==> config.mk <==
export PLATFORM = sky130hd
export DESIGN_NAME = sf_div
export DESIGN_NICKNAME = d
export VERILOG_FILES = /design/src/sf_div.sv
export SDC_FILE = /design/constraint.sdc
export NUM_CORES = 1
export LEC_CHECK = 0
export BUFFER_PORTS_ARGS = -buffer_cell sky130_fd_sc_hd__buf_2
export CAP_MARGIN = 20
export CORE_MARGIN = 2
export CORE_UTILIZATION = 30
export DETAILED_ROUTE_END_ITERATION = 10
export PLACE_DENSITY = 0.5
export SETUP_SLACK_MARGIN = 0.1
export SYNTH_ARGS = -nofsm -noshare
export SYNTH_HDL_FRONTEND = slang
export SYNTH_SLANG_ARGS = --single-unit
==> constraint.sdc <==
create_clock -name aclk -period 1.9 [get_ports aclk]
set_input_delay 0.095 -clock aclk [delete_from_list [all_inputs] [get_ports aclk]]
set_output_delay 0.095 -clock aclk [all_outputs]
set_load 0.005 [all_outputs]
==> src/sf_div.sv <==
// Restoring divider, one quotient bit per cycle, for the window average.
// Depends on nothing; instantiated by the sigma filter top level.
module sf_div #(
    parameter int NUM_W = 15,
    parameter int DEN_W = 7
) (
    input  logic             aclk,
    input  logic             aresetn,
    input  logic             start,
    input  logic [NUM_W-1:0] num,
    input  logic [DEN_W-1:0] den,
    output logic             done,
    output logic [NUM_W-1:0] quotient
);

    localparam int CNT_W = $clog2(NUM_W + 1);

    logic             busy_reg;
    logic             done_reg;
    logic [CNT_W-1:0] step_reg;
    logic [NUM_W-1:0] num_reg;
    logic [DEN_W:0]   rem_reg;
    logic [DEN_W-1:0] den_reg;

    logic [DEN_W:0]   rem_shift;
    logic             fits;

    // Trial subtraction of the divisor from the shifted remainder.
    always_comb begin
        rem_shift = {rem_reg[DEN_W-1:0], num_reg[NUM_W-1]};
        fits      = rem_shift >= {1'b0, den_reg};
    end

    // Control state.
    always_ff @(posedge aclk) begin
        if (!aresetn) begin
            busy_reg <= 1'b0;
            done_reg <= 1'b0;
            step_reg <= '0;
        end else begin
            done_reg <= 1'b0;
            if (start) begin
                busy_reg <= 1'b1;
                step_reg <= CNT_W'(NUM_W);
            end else if (busy_reg) begin
                step_reg <= step_reg - 1'b1;
                if (step_reg == CNT_W'(1)) begin
                    busy_reg <= 1'b0;
                    done_reg <= 1'b1;
                end
            end
        end
    end

    // Datapath: the dividend shifts out at the top while quotient bits enter below.
    always_ff @(posedge aclk) begin
        if (start) begin
            num_reg <= num;
            den_reg <= den;
            rem_reg <= '0;
        end else if (busy_reg) begin
            num_reg <= {num_reg[NUM_W-2:0], fits};
            rem_reg <= fits ? (rem_shift - {1'b0, den_reg}) : rem_shift;
        end
    end

    assign done     = done_reg;
    assign quotient = num_reg;

endmodule
==> reports/metrics.cfg <==
[outcome]
outcome=finished clean

[setup_path]
crit_path_cell_trace=ha_4 -> fa_2 -> nand2b_4 -> a211o_4 -> a31oi_1 -> a311oi_1
path_buf_inv=0
startpoint=den_reg[0]
worstPathRequired_ns=2.05
endpoint_kind=flip-flop
cp-endpoint=rem_reg[0]
worstPathArrival_ns=2.02
crit_slowest_cell=edfxtp_1
cp_num_cells=6
rr_endpoint=rem_reg[0]
reg2reg_setup_slack_ns=0.03
worst-r2r-cell-count=6
start_kind=flip-flop
r2r_start=den_reg[0]
cpPeakStageDelay_ns=0.41
path_max_fanout=7
crit_type=reg -> reg
path_delay_family=compound AO/OA/AOI/OAI gates

[pwr]
leakage_nw=1.05
ir_worst_vdd_v=0.000442
p_per_area_nw_per_um2=732

[floorplan]
die_height_um=84.3
num_rows=29
start_util_pct=30.8
ios=41
die_area_um2=7110
fp.dieW_um=84.3
core-area_um2=6280

[synthesis]
synth_top_area_share_pct=34.1
syn_avg_cell_area_um2=11.3
ys_seq_elements=35
syn-cell-area_um2=1940
yosys_warnings=0
ys_types=51
async_flop_share_pct=0
synthCells=172
synth_edf_count=22
syn-num-nets=207
synth.yosys.seq_area_share_pct=47.6
synth-main-ff-cell=edfxtp_1
netlist_top_cells_area=edfxtp_1 (34%), dfxtp_1 (13%), mux2_2 (8.1%)
synth_area_leader_cell=edfxtp_1

[cts]
root_buffer=clkbuf_8
htree_levels=2
insertion_delay_ns=0.28
cts_tree=built
cts.path.max_buffers=2
cts.clk_slew.worst_paths_ns=0.07
cts_buffers=5
numClockSinks=35

[sta]
fmax_mhz=536
max_slew_margin_pct=70.1
final_max_slew_viol_count=0
finalCritPeriodShare_pct=98.3
setup_viol=0
fin_crit_ns=1.87
finClkSkew_ns=0.00682
hold_ws_ns=0.0810
worst_pin_slew_ns=0.449
hold_viol=0
setup_tns_ns=0
setup_slack_ns=0.0328
grt_setup_unrepaired=yes

[placement]
io_buffers=40
gp_congestion=0.750
placed_area_um2=2340
pre_cts_ws_ns=0.0281
place_hpwl_mm=3.17

[grt]
grt_overflow_total=0
grt_pass1_wl_mm=7.10
grt_start_max_net_pins=22
grt_pass1_vias=1434
grt.total_usage_pct=12.6
antenna_found_initial=0

[routing]
postRouteAntennaNets=0
via_per_inst=4.76
vias=1509
firstDrtPassIters=4
routed_wl_mm=4.26
drt_iter0_drc=34
drc=0
drt-wirelength-per-cell_um=13.4

[final_layout]
multiInputGateArea_um2=1010
final_cell_area_um2=2570
largest_register_ffs=15
n_antenna_cell=0
syn2layout_area_growth_pct=32.7
fill_cells=615
seq_area_um2=921
nets=274
drive_above_1_share_pct=42.1

[worst_hold_path]
min_path_type=in -> reg

[flow_run]
maxCapViolations=0

worst min path at each step:
stage / startpoint / end / depth (start not counted)
after floorplan: den[0] / den_reg[0] / 0
after global placement: den[4] / den_reg[4] / 1
after detailed placement: den[4] / den_reg[4] / 1
after CTS: aresetn / done / 3
after global routing: aresetn / step_reg[0] / 2
final: aresetn / done / 3
stage by stage:
| stage | total power, mW | utilization (%) | instances |
|---|---|---|---|
| floorplan | 1.19 | - | 172 |
| global placement | 1.35 | 37.4 | 295 |
| detailed placement | 1.35 | 37.4 | 295 |
| CTS | 1.89 | 40.4 | 314 |
| global route | 1.99 | 40.9 | 317 |
| finish | 1.88 | 40.9 | 317 |
worst reg2reg max path: cells and delay by family (launching register included):
family                   cells  cell delay [ns]
AO/OA/AOI/OAI                3             0.63
flip-flops                   1             0.41
adder cells (fa/ha/maj)      2             0.52
AND/OR/NAND/NOR              1             0.18
cell families after synthesis:
family                   Yosys count  share of synthesized area (%)
buffers and inverters             19                           4.20
XOR/XNOR                           5                           2.26
AO/OA/AOI/OAI                     35                           14.5
adder cells (fa/ha/maj)           10                           6.85
multiplexers                      15                           8.66
AND/OR/NAND/NOR                   53                           16.0
flip-flops                        35                           47.6
cells in the mapped netlist (2+ instances only):
cell      number
a211oi_1       2
a21oi_1        3
a311oi_1       2
a41oi_1        4
buf_2          2
clkbuf_1       4
dfxtp_1       13
edfxtp_1      22
ha_1           9
inv_1         12
mux2_2        14
nand2_1       10
nand2b_1       5
nand3_1        2
nand4_1        2
nor2_1        10
nor2b_1        4
nor3b_1        6
o21a_1         5
o21ai_0        2
o21ai_1        2
o31ai_1        3
or2_2          2
or3b_2         2
xnor2_1        3
xor2_1         2
power by group:
| group | total, mW | internal (mW) | leakage, nW | switching [mW] |
|---|---|---|---|---|
| logic | 0.441 | 0.231 | 0.688 | 0.210 |
| registers | 0.925 | 0.884 | 0.327 | 0.0407 |
| clock network | 0.515 | 0.250 | 0.0403 | 0.265 |
| total | 1.88 | 1.37 | 1.05 | 0.516 |
routing by layer:
metal / vias to the layer above / global-route usage, % / share of wire (%)
met2: 33 / 21.0 / 49
met3: 6 / 3.24 / 4.2
met5: - / 0 / 0
li1: 769 / - / -
met1: 701 / 16.2 / 45
met4: 0 / 3.96 / 1.3
layout by cell type (no fill, tap or decap), types with 2 or more instances in the layout:
master,count
dlygate4sd3_1,7
inv_1,11
o21ai_0,2
or3b_2,2
buf_4,20
xnor2_1,3
or2_2,2
a211oi_1,2
buf_2,40
nand2b_1,4
o21a_1,5
o31ai_1,2
dfxtp_1,13
xor2_1,2
nor2b_1,4
nor3b_1,6
a311oi_1,2
mux2_2,14
clkinv_1,2
o21ai_1,2
a21oi_1,3
nand3_1,2
nand4_1,2
edfxtp_1,22
ha_1,8
clkbuf_8,5
a41oi_2,4
nor2_1,10
nand2_1,10
layout make-up:
cell class,count,area share [%]
multi-input cells,118,39.2
flip-flops and latches,35,35.9
repair buffers,67,16.4
well taps,77,3.75
clock buffers,6,2.83
inverters,12,1.75
clock inverters,2,0.292
what timing repair did:
action,in CTS,in global routing
pin swaps,1,3
gates resized for setup,2,3
endpoints found under the setup margin,8,8
endpoints found under the hold margin,7,0
buffers inserted,4,3
hold buffers,7,0
No activity file was read; power rests on OpenSTA's default activity.
